File: config.mk
export PLATFORM = sky130hd
export DESIGN_NAME = key_click_classifier_top
export DESIGN_NICKNAME = d
export VERILOG_FILES = /design/src/hw/rtl/kcc_pkg.sv /design/src/hw/rtl/kcc_lane.sv /design/src/hw/rtl/kcc_merge.sv /design/src/hw/rtl/key_click_classifier_top.sv
export SDC_FILE = /design/constraint.sdc
export NUM_CORES = 1
export LEC_CHECK = 0
export BUFFER_PORTS_ARGS = -buffer_cell sky130_fd_sc_hd__buf_2
export CAP_MARGIN = 40
export CORE_MARGIN = 1
export CORE_UTILIZATION = 60
export CTS_BUF_LIST = sky130_fd_sc_hd__clkbuf_8 sky130_fd_sc_hd__clkbuf_16
export DETAILED_ROUTE_END_ITERATION = 6
export HOLD_SLACK_MARGIN = 0.02
export PLACE_DENSITY = 0.82
export SYNTH_ARGS = -nofsm -noshare
export SYNTH_HDL_FRONTEND = slang
export SYNTH_SLANG_ARGS = --single-unit
File: constraint.sdc
create_clock -name clk_i -period 4.85 [get_ports clk_i]
set_input_delay 0 -clock clk_i [delete_from_list [all_inputs] [get_ports clk_i]]
set_output_delay 0 -clock clk_i [all_outputs]
set_load 0.05 [all_outputs]
File: src/hw/rtl/kcc_pkg.sv
// ----------------------------------------------------------------------------
// kcc_pkg
// Shared constants and types for the key click classifier.
// ----------------------------------------------------------------------------
package kcc_pkg;

  localparam int NUM_KEYS     = 4;
  localparam int CNT_W        = 8;
  localparam int IN_TDATA_W   = 8;
  localparam int OUT_TDATA_W  = 16;
  localparam int CFG_IDX_W    = 1;

  localparam logic [CNT_W-1:0] CNT_MAX        = '1;
  localparam logic [CNT_W-1:0] LONG_RST       = CNT_W'(30);
  localparam logic [CNT_W-1:0] WINDOW_RST     = CNT_W'(25);

  localparam logic [CFG_IDX_W-1:0] REG_LONG   = CFG_IDX_W'(0);
  localparam logic [CFG_IDX_W-1:0] REG_WINDOW = CFG_IDX_W'(1);

  typedef struct packed {
    logic single_click;
    logic double_click;
    logic long_press;
  } kcc_evt_t;

  typedef struct packed {
    logic [CNT_W-1:0] long_ticks;
    logic [CNT_W-1:0] window_ticks;
  } kcc_cfg_t;

endpackage

File: src/hw/rtl/kcc_lane.sv
// ----------------------------------------------------------------------------
// kcc_lane
// One key: debounce, hold counter, double-click window and event decode.
// ----------------------------------------------------------------------------
module kcc_lane
  import kcc_pkg::*;
(
  input  logic     clk_i,
  input  logic     rst_ni,
  input  logic     step_i,
  input  logic     level_i,
  input  kcc_cfg_t cfg_i,
  output kcc_evt_t evt_o
);

  localparam logic [1:0] PH_IDLE  = 2'd0;
  localparam logic [1:0] PH_FIRST = 2'd1;
  localparam logic [1:0] PH_CONF  = 2'd2;

  logic [1:0]       phase_q, phase_d;
  logic [CNT_W-1:0] hold_q, hold_d;
  logic             wopen_q, wopen_d;
  logic [CNT_W-1:0] wcnt_q, wcnt_d;
  logic             wopen_mid;
  logic [CNT_W-1:0] wcnt_mid;

  always_comb begin
    phase_d   = phase_q;
    hold_d    = hold_q;
    wopen_mid = wopen_q;
    wcnt_mid  = wcnt_q;
    evt_o     = '0;

    unique case (phase_q)
      PH_FIRST: begin
        phase_d = level_i ? PH_IDLE : PH_CONF;
      end
      PH_CONF: begin
        if (level_i) begin
          if (hold_q < cfg_i.long_ticks) begin
            if (!wopen_q) begin
              wopen_mid = 1'b1;
              wcnt_mid  = '0;
            end else begin
              evt_o.double_click = 1'b1;
              wopen_mid          = 1'b0;
            end
          end else begin
            evt_o.long_press = 1'b1;
          end
          phase_d = PH_IDLE;
        end else if (hold_q != CNT_MAX) begin
          hold_d = hold_q + CNT_W'(1);
        end
      end
      default: begin
        if (!level_i) begin
          phase_d = PH_FIRST;
          hold_d  = '0;
        end else begin
          phase_d = PH_IDLE;
        end
      end
    endcase

    wopen_d = wopen_mid;
    wcnt_d  = wcnt_mid;
    if (wopen_mid) begin
      if (wcnt_mid >= cfg_i.window_ticks) begin
        evt_o.single_click = 1'b1;
        wopen_d            = 1'b0;
      end else if (wcnt_mid != CNT_MAX) begin
        wcnt_d = wcnt_mid + CNT_W'(1);
      end
    end
  end

  always_ff @(posedge clk_i or negedge rst_ni) begin
    if (!rst_ni) begin
      phase_q <= PH_IDLE;
      hold_q  <= '0;
      wopen_q <= 1'b0;
      wcnt_q  <= '0;
    end else if (step_i) begin
      phase_q <= phase_d;
      hold_q  <= hold_d;
      wopen_q <= wopen_d;
      wcnt_q  <= wcnt_d;
    end
  end

endmodule

File: src/hw/rtl/kcc_merge.sv
// ----------------------------------------------------------------------------
// kcc_merge
// Gathers lane events into per-tick masks and holds them in the output stage.
// ----------------------------------------------------------------------------
module kcc_merge
  import kcc_pkg::*;
(
  input  logic                   clk_i,
  input  logic                   rst_ni,
  input  logic                   load_i,
  input  kcc_evt_t [NUM_KEYS-1:0] evt_i,
  input  logic                   take_i,
  output logic                   valid_o,
  output logic [NUM_KEYS-1:0]    single_o,
  output logic [NUM_KEYS-1:0]    double_o,
  output logic [NUM_KEYS-1:0]    long_o
);

  logic                valid_q;
  logic [NUM_KEYS-1:0] single_d, double_d, long_d;
  logic [NUM_KEYS-1:0] single_q, double_q, long_q;

  always_comb begin
    for (int k = 0; k < NUM_KEYS; k++) begin
      single_d[k] = evt_i[k].single_click;
      double_d[k] = evt_i[k].double_click;
      long_d[k]   = evt_i[k].long_press;
    end
  end

  always_ff @(posedge clk_i or negedge rst_ni) begin
    if (!rst_ni) begin
      valid_q <= 1'b0;
    end else if (load_i) begin
      valid_q <= 1'b1;
    end else if (take_i) begin
      valid_q <= 1'b0;
    end
  end

  always_ff @(posedge clk_i) begin
    if (load_i) begin
      single_q <= single_d;
      double_q <= double_d;
      long_q   <= long_d;
    end
  end

  assign valid_o  = valid_q;
  assign single_o = single_q;
  assign double_o = double_q;
  assign long_o   = long_q;

endmodule

File: src/hw/rtl/key_click_classifier_top.sv
// ----------------------------------------------------------------------------
// key_click_classifier_top
// Single, double and long press detection for four active-low keys.
// ----------------------------------------------------------------------------
//  channel   dir  handshake              payload
//  s_axis    in   tvalid/tready          tdata[3:0] key_levels
//  m_axis    out  tvalid/tready          tdata[3:0] single, [7:4] double, [11:8] long
//  cfg       in   cfg_we_i               cfg_idx_i, cfg_data_i
//
//  One tick request per cycle unless the output stalls; its masks appear in the
//  cycle after acceptance. Each key lane updates in the accepting cycle; the output
//  register holds the masks, and a new request is taken whenever that register is
//  empty or being drained. Reset clears all lanes and loads thresholds 30 and 25.
// ----------------------------------------------------------------------------
module key_click_classifier_top
  import kcc_pkg::*;
(
  input  logic                   clk_i,
  input  logic                   rst_ni,
  input  logic                   s_axis_tvalid_i,
  output logic                   s_axis_tready_o,
  input  logic [IN_TDATA_W-1:0]  s_axis_tdata_i,   // [3:0] key_levels
  output logic                   m_axis_tvalid_o,
  input  logic                   m_axis_tready_i,
  output logic [OUT_TDATA_W-1:0] m_axis_tdata_o,   // [3:0] single, [7:4] double, [11:8] long
  input  logic                   cfg_we_i,
  input  logic [CFG_IDX_W-1:0]   cfg_idx_i,
  input  logic [CNT_W-1:0]       cfg_data_i
);

  kcc_cfg_t                cfg_q;
  kcc_evt_t [NUM_KEYS-1:0] evt;
  logic                    step;
  logic                    out_valid;
  logic [NUM_KEYS-1:0]     single_mask, double_mask, long_mask;

  always_ff @(posedge clk_i or negedge rst_ni) begin
    if (!rst_ni) begin
      cfg_q.long_ticks   <= LONG_RST;
      cfg_q.window_ticks <= WINDOW_RST;
    end else if (cfg_we_i) begin
      unique case (cfg_idx_i)
        REG_LONG:   cfg_q.long_ticks   <= cfg_data_i;
        REG_WINDOW: cfg_q.window_ticks <= cfg_data_i;
        default: ;
      endcase
    end
  end

  assign s_axis_tready_o = !out_valid || m_axis_tready_i;
  assign step            = s_axis_tvalid_i && s_axis_tready_o;

  for (genvar k = 0; k < NUM_KEYS; k++) begin : g_lane
    kcc_lane u_lane (
      .clk_i   (clk_i),
      .rst_ni  (rst_ni),
      .step_i  (step),
      .level_i (s_axis_tdata_i[k]),
      .cfg_i   (cfg_q),
      .evt_o   (evt[k])
    );
  end

  kcc_merge u_merge (
    .clk_i    (clk_i),
    .rst_ni   (rst_ni),
    .load_i   (step),
    .evt_i    (evt),
    .take_i   (m_axis_tready_i),
    .valid_o  (out_valid),
    .single_o (single_mask),
    .double_o (double_mask),
    .long_o   (long_mask)
  );

  assign m_axis_tvalid_o = out_valid;
  assign m_axis_tdata_o  = {(OUT_TDATA_W - 3*NUM_KEYS)'(0), long_mask, double_mask, single_mask};

endmodule

==> results of run 1 <==
final cells by class:
type / count / area (µm²) / area share, %
Sequential cell: 105 / 2700 / 34.5
Multi-Input combinational cell: 597 / 4050 / 51.9
Clock inverter: 5 / 83.8 / 1.07
Tap cell: 143 / 179 / 2.29
Timing Repair Buffer: 50 / 328 / 4.20
Inverter: 55 / 206 / 2.65
Clock buffer: 11 / 264 / 3.38
power by group through the flow:
| stage | Combinational (mW) | Clock [mW] | Sequential (mW) |
|---|---|---|---|
| 6_report | 0.984 | 0.835 | 1.15 |
| 5_1_grt | 1.10 | 0.878 | 1.17 |
| 4_1_cts | 0.964 | 0.849 | 1.15 |
| 3_5_place_dp | 0.946 | 0 | 1.16 |
| 3_3_place_gp | 0.889 | 0 | 1.15 |
| 2_1_floorplan | 0.718 | 0 | 1.13 |
flip-flops by register name, indices dropped and copies added (netlist names):
signal	flops
g_lane.u_lane.hold_q	32
g_lane.u_lane.wcnt_q	32
cfg_q	16
g_lane.u_lane.phase_q	8
g_lane.u_lane.wopen_q	4
u_merge.double_o	4
u_merge.long_o	4
u_merge.single_o	4
u_merge.valid_o	1
metal layers:
metal | wire length (µm) | vias to the layer above | global-route usage (%)
met3 | 1110 | 54 | 6.47
met4 | 539 | 0 | 12.1
li1 | - | 2910 | -
met2 | 8160 | 249 | 50.2
met5 | 0 | - | 0
met1 | 7170 | 2972 | 37.5
critical path, cell delays in order (launching register included):
cell       delay [ns]
dfstp_2          0.51
inv_1            0.09
ha_1             0.31
a2111o_1         0.45
a31oi_1          0.29
nand3_1          0.12
buf_4            0.18
and2_1           0.18
ha_1             0.30
a2111oi_1        0.49
inv_1            0.15
o311ai_2         0.39
nand3_1          0.25
or2_2            0.34
a221o_1          0.29
placed cells by master, fill, tap and decap left out, types with 5 or more instances in the layout:
cell type / n
dlygate4sd3_1: 11
o21ai_0: 65
a31oi_1: 6
a21o_1: 9
clkbuf_16: 10
buf_4: 9
inv_1: 54
nor3_1: 22
o31ai_1: 15
o21a_1: 10
a22o_1: 5
a211oi_1: 6
buf_2: 30
dfrtp_1: 86
nand4_1: 11
nand2_1: 94
xor2_1: 7
dfstp_2: 7
nand2b_1: 14
nor4_1: 5
and2_1: 22
ha_1: 76
nand3_1: 44
and3_1: 17
nor2_1: 44
a32o_1: 6
edfxtp_1: 12
a21oi_1: 18
nor2b_1: 10
xnor2_1: 5
mux2i_1: 5
mux2_2: 9
what timing repair did:
item,4_1_cts,5_1_grt
hold buffers,11,0
hold endpoints to repair,44,0
resized for setup,0,3
endpoints found under the setup margin,0,3
how the worst max path moves through the flow:
stage	cells after the start	startpoint	end	slack [ns]
after floorplan	14	cfg_q[9]	g_lane[2].u_lane.wcnt_q[5]	0.72
after global placement	14	cfg_q[9]	g_lane[2].u_lane.wcnt_q[5]	0.46
final	14	cfg_q[9]	g_lane[2].u_lane.wcnt_q[5]	0.39
after global routing	15	cfg_q[12]	g_lane[2].u_lane.wcnt_q[5]	0.04
after CTS	14	cfg_q[9]	g_lane[2].u_lane.wcnt_q[5]	0.26
after detailed placement	14	cfg_q[9]	g_lane[2].u_lane.wcnt_q[5]	0.27
logic make-up (layout without fill, tap and decap cells):
group	after synthesis	after routing	synth area share, %
AND/OR/NAND/NOR	300	300	21.2
buffers and inverters	74	121	4.19
XOR/XNOR	12	12	1.50
other	1	4	0.0534
adder cells (fa/ha/maj)	76	76	13.6
AO/OA/AOI/OAI	191	191	19.0
multiplexers	14	14	2.16
flip-flops	105	105	38.4
per-stage QoR:
step	std cells	util, %	cell area (µm²)
detailed placement	939	64.3	7340
global route	966	68.4	7800
finish	966	68.4	7800
floorplan	776	-	7030
CTS	966	68.3	7790
global placement	939	64.3	7340
==> flow_summary_export.csv, run 1 <==
group,metric,value,unit
status,status,"finished, final reports clean",
placement,finalWeightedCongestion,0.860,
grt,grt_pass1_vias,5910,
routing,routed_wirelength,17.0,mm
synthesis,yosysUniqueCellTypes,69,
timing,timing.final.ws_setup,0.387,ns
timing,max_freq,0.224,GHz
synthesis,syn-cell-area,7020,µm²
critical_path,crit_arrival,4.70,ns
routing,drc,0,
timing,post-route-min-period,4.46,ns
clocking,cts-root-buf,"clkbuf_16",
routing,drtAntennaViolNets,0,
timing,hold_viol,0,
timing,finalClockSkew,0.00765,ns
timing,slew_violations,0,
synthesis,ys_ff_latch,105,
clocking,numCtsBuffers,9,
grt,antenna_found_initial,0,
grt,grt_max_degree,67,
timing,setup_viol,0,
power_and_ir_drop,power_density,381,nW/µm²
placement,port_buffers,31,
clocking,clk_pin_slew,0.07,ns
synthesis,synth_cells,773,
routing,wire_per_inst,17.6,µm
floorplanning,dieArea,12100,µm²
floorplanning,die_h,110,µm
clocking,cts_sinks,105,
power_and_ir_drop,power.switching,1.06,mW
timing,setup_tns,0,ns
grt,overflow,0,
grt,track_usage,29.9,%
critical_path,worstPathRequired,5.08,ns
critical_path,end_kind,"flip-flop",
synthesis,yosysSeqAreaShare,38.4,%
synthesis,synth_edf_count,12,
synthesis,yosysWarnings,0,
min_path,min_from,"s_axis_tdata_i[2]",
critical_path,worst-path-max-fanout,12,
power_and_ir_drop,swShare,35.7,%
floorplanning,num_rows,39,
cells_and_area,nFillCells,865,
synthesis,synth_area_per_cell,9.08,µm²
power_and_ir_drop,power.internal,1.91,mW
min_path,hp-class,"in2reg",
floorplanning,start_util,61.5,%
cells_and_area,num_antenna_cells,0,
cells_and_area,drive_above_1_share,10.1,%
placement,hpwl,12.4,mm
run,cap_violations,0,
routing,first_pass_iters,5,
timing,max_slew_margin,43.2,%
synthesis,synthArstFlopShare,88.6,%
synthesis,yosys.area.top_type,"dfrtp_1",
grt,grt_pass1_wl,28.0,mm
timing,worst_slew_pin_slew,0.844,ns
routing,viasPerCell,6.40,
routing,drt_iter0_drc,546,
critical_path,r2r_slack,0.39,ns
power_and_ir_drop,power.leakage,3.61,nW
power_and_ir_drop,p_seq_share,38.8,%
timing,fin_crit_sh,92.0,%
clocking,clk_latency,0.35,ns
floorplanning,core_area,11400,µm²
clocking,htreeDepth,3,
power_and_ir_drop,vdd_drop_max,0.000341,V
floorplanning,io_pins,40,
cells_and_area,area_growth,11.2,%
min_path,hold_end,"g_lane[2].u_lane.phase_q[0]",
critical_path,worstSetupPathType,"reg2reg",
cells_and_area,final_net_count,916,
power_and_ir_drop,p_comb_share,33.1,%
synthesis,synthTopCellsByArea,"dfrtp_1 31%, ha_1 14%, edfxtp_1 5.1%",
power_and_ir_drop,power,2.97,mW
critical_path,reg2reg_from,"cfg_q[9]",
placement,dp_slack,0.270,ns
critical_path,start_kind,"flip-flop",
power_and_ir_drop,power.share.clock,28.1,%
clocking,post_cts_buffers,0,
critical_path,reg2reg_depth,14,
clocking,cts_buffer_depth,2,
timing,hold_ws,0.0390,ns
synthesis,netlist.area_leader.share,30.7,%
critical_path,timing.rr.end,"g_lane[2].u_lane.wcnt_q[5]",
clocking,cts_tree,"done",
floorplanning,die_w,110,µm
timing,rsz0062_at_grt,"false",
synthesis,yosysMostFrequentCell,"nand2_1",
synthesis,synth_common_cells,"94 x nand2_1, 86 x dfrtp_1, 76 x ha_1",
routing,vias,6185,
synthesis,synth_flop_cell,"dfrtp_1",
min_path,hold-path-cell-count,3,
Power figures use the tool's default switching activity.
==> run 2, diff against run 1 <==
Settings changed: ABC_AREA set to 1, BUFFER_PORTS_ARGS -buffer_cell sky130_fd_sc_hd__buf_2 to not set, DONT_BUFFER_PORTS set to 1, PLACE_DENSITY 0.82 to 0.79.
==> flow_summary_export.csv, run 2 <==
group,metric,value,unit
status,status,"finished, final reports clean",
cells_and_area,top_regs,"g_lane.u_lane.hold_q (32), g_lane.u_lane.wcnt_q (32), cfg_q (16)",
timing,fin_crit_sh,75.2,%
cells_and_area,area_growth,7.36,%
floorplanning,dieArea,12700,µm²
cells_and_area,final_net_count,1073,
cells_and_area,finalNonFillerCells,1127,
clocking,cts_buffer_depth,2,
power_and_ir_drop,power_density,344,nW/µm²
critical_path,worstPathRequired,5.10,ns
routing,first_pass_iters,5,
grt,overflow,0,
timing,hold_viol,0,
timing,worst_slew_pin_slew,0.537,ns
grt,track_usage,25.9,%
power_and_ir_drop,power.share.clock,27.6,%
clocking,cts-root-buf,"clkbuf_16",
timing,max_freq,0.274,GHz
critical_path,crit_arrival,3.90,ns
critical_path,start_kind,"flip-flop",
cells_and_area,num_antenna_cells,0,
clocking,numCtsBuffers,9,
routing,viasPerCell,5.40,
power_and_ir_drop,p_seq_share,41.4,%
floorplanning,die_w,113,µm
grt,antenna_found_initial,0,
power_and_ir_drop,power.switching,1.01,mW
min_path,hold-path-cell-count,2,
synthesis,yosysSeqAreaShare,36.6,%
routing,drtAntennaViolNets,0,
timing,rsz0062_at_grt,"false",
floorplanning,die_h,113,µm
routing,drc,0,
critical_path,crit_slowest_cell,"dfstp_2",
grt,grt_pass1_vias,5756,
power_and_ir_drop,power.leakage,4.24,nW
critical_path,timing.rr.end,"g_lane[3].u_lane.wcnt_q[2]",
power_and_ir_drop,swShare,37.1,%
critical_path,end_kind,"flip-flop",
min_path,hp-class,"in2reg",
synthesis,netlist.area_leader.share,29.2,%
critical_path,worstSetupPathType,"reg2reg",
synthesis,yosysWarnings,0,
synthesis,yosysMostFrequentCell,"nand2_1",
cells_and_area,final_cell_mix,"217 x nand2_1, 170 x inv_1, 86 x dfrtp_1, 76 x ha_1, 70 x nand3_1",
routing,drt_iter0_drc,328,
critical_path,crit_buf_inv,3,
synthesis,syn-cell-area,7370,µm²
clocking,clk_pin_slew,0.08,ns
timing,max_slew_margin,64.2,%
min_path,hold_end,"u_merge.valid_o",
run,cap_violations,0,
placement,dp.cells,1097,
power_and_ir_drop,power,2.73,mW
clocking,cts_tree,"done",
routing,vias,6087,
critical_path,r2r_slack,1.20,ns
cells_and_area,nFillCells,980,
floorplanning,core_area,12000,µm²
placement,dp_slack,1.27,ns
critical_path,crit_path_cell_trace,"inv_1 -> ha_1 -> nand2_1 -> nand2_1 -> nand2_1 -> nand2_1 -> nand2_1 -> nand4_2 -> nand2_1 -> inv_1 -> ha_1 -> a21oi_1 -> o21a_1 -> nand2_1 -> nor2_1 -> inv_1 -> nor2_4 -> nand2_2 -> nor2_4 -> nand2_1 -> nand2_1 -> nand2_1",
synthesis,synth_area_per_cell,7.66,µm²
placement,hpwl,11.1,mm
floorplanning,start_util,61.4,%
timing,slew_violations,0,
synthesis,yosysUniqueCellTypes,47,
grt,grt_max_degree,94,
placement,port_buffers,0,
routing,wire_per_inst,13.5,µm
clocking,htreeDepth,3,
clocking,clk_latency,0.36,ns
timing,post-route-min-period,3.65,ns
critical_path,critPathTopFamily,"simple AND/OR/NAND/NOR gates",
placement,finalWeightedCongestion,0.861,
critical_path,path_common_cell,"nand2_1",
routing,routed_wirelength,15.2,mm
floorplanning,io_pins,40,
placement,dpl_cell_area,7460,µm²
timing,setup_viol,0,
cells_and_area,mostFrequentLayoutCell,"nand2_1",
clocking,cts_resized,0,
cells_and_area,post-route-util,65.9,%
timing,finalClockSkew,0.0133,ns
clocking,cts_hold_buf,14,
critical_path,reg2reg_from,"cfg_q[9]",
critical_path,worst-path-max-fanout,14,
power_and_ir_drop,vdd_drop_max,0.000189,V
floorplanning,num_rows,40,
grt,grt_pass1_wl,26.0,mm
clocking,post_cts_buffers,0,
timing,hold_ws,0.0374,ns
synthesis,synth_edf_count,12,
synthesis,synth_flop_cell,"dfrtp_1",
min_path,min_from,"s_axis_tvalid_i",
clocking,cts_sinks,105,
synthesis,ys_ff_latch,105,
power_and_ir_drop,power.internal,1.72,mW
critical_path,reg2reg_depth,22,
synthesis,yosys.area.top_type,"dfrtp_1",
power_and_ir_drop,p_comb_share,31.0,%
synthesis,synthTopCellsByArea,"dfrtp_1 29%, ha_1 13%, nand2_1 11%",
synthesis,synth_common_cells,"217 x nand2_1, 168 x inv_1, 86 x dfrtp_1",
cells_and_area,drive_above_1_share,8.06,%
critical_path,max_stage_delay,0.54,ns
timing,setup_tns,0,ns
synthesis,synthArstFlopShare,88.6,%
timing,timing.final.ws_setup,1.20,ns
cells_and_area,finalInstanceArea,7920,µm²
synthesis,synth_cells,963,
[run 2: changes by cell type in the layout (fill, tap and decap cells not counted), moves of 16 or more]
cell	previous run	this run
nand2_1	94	217
nand3_1	44	70
buf_2	30	0
nor2_1	44	61
and2_1	22	0
and3_1	17	1
a21oi_1	18	46
nand4_1	11	30
inv_1	54	170
[run 2: layer usage]
| metal | wire (µm) | GRT usage [%] | vias to the layer above |
|---|---|---|---|
| met4 | 431 | 11.8 | 0 |
| met1 | 7290 | 34.6 | 2786 |
| met2 | 6850 | 41.5 | 130 |
| li1 | - | - | 3148 |
| met3 | 627 | 4.39 | 23 |
| met5 | 0 | 0 | - |
[run 2: worst max path at each step]
stage,from,to,cells past startpoint
floorplan,cfg_q[11],g_lane[3].u_lane.wcnt_q[2],21
global placement,cfg_q[11],g_lane[3].u_lane.wcnt_q[2],22
detailed placement,cfg_q[11],g_lane[2].u_lane.wcnt_q[2],19
CTS,cfg_q[11],g_lane[2].u_lane.wcnt_q[2],19
global route,cfg_q[11],g_lane[2].u_lane.wcnt_q[2],19
finish,cfg_q[9],g_lane[3].u_lane.wcnt_q[2],22
[run 2: power by group through the flow]
stage                     Clock (mW)  Sequential [mW]  Combinational, mW
after floorplan                    0             1.12              0.671
after global placement             0             1.14              0.789
after detailed placement           0             1.14              0.816
after CTS                      0.766             1.13              0.849
after global routing           0.795             1.14              0.989
final                          0.753             1.13              0.845
[run 2: cell type report]
class | count | area (µm²) | area share [%]
sequential | 105 | 2700 | 34.1
tap | 147 | 184 | 2.32
timing repair buffer | 15 | 165 | 2.09
clock buffer | 9 | 225 | 2.84
clock inverter | 7 | 72.6 | 0.917
multi-input combinational | 666 | 3900 | 49.3
inverter | 178 | 669 | 8.46
[run 2: kinds of logic (layout without fill, tap and decap cells)]
logic type | Yosys count | count (layout) | share of synthesized area [%]
AOI/OAI and AO/OA | 129 | 129 | 9.72
buffers and inverters | 195 | 209 | 10.6
adders and majority gates | 76 | 76 | 12.9
xor gates and xnor gates | 9 | 9 | 1.07
and+or+nand+nor | 448 | 448 | 29.1
other | 1 | 4 | 0.0509
DFF | 105 | 105 | 36.6
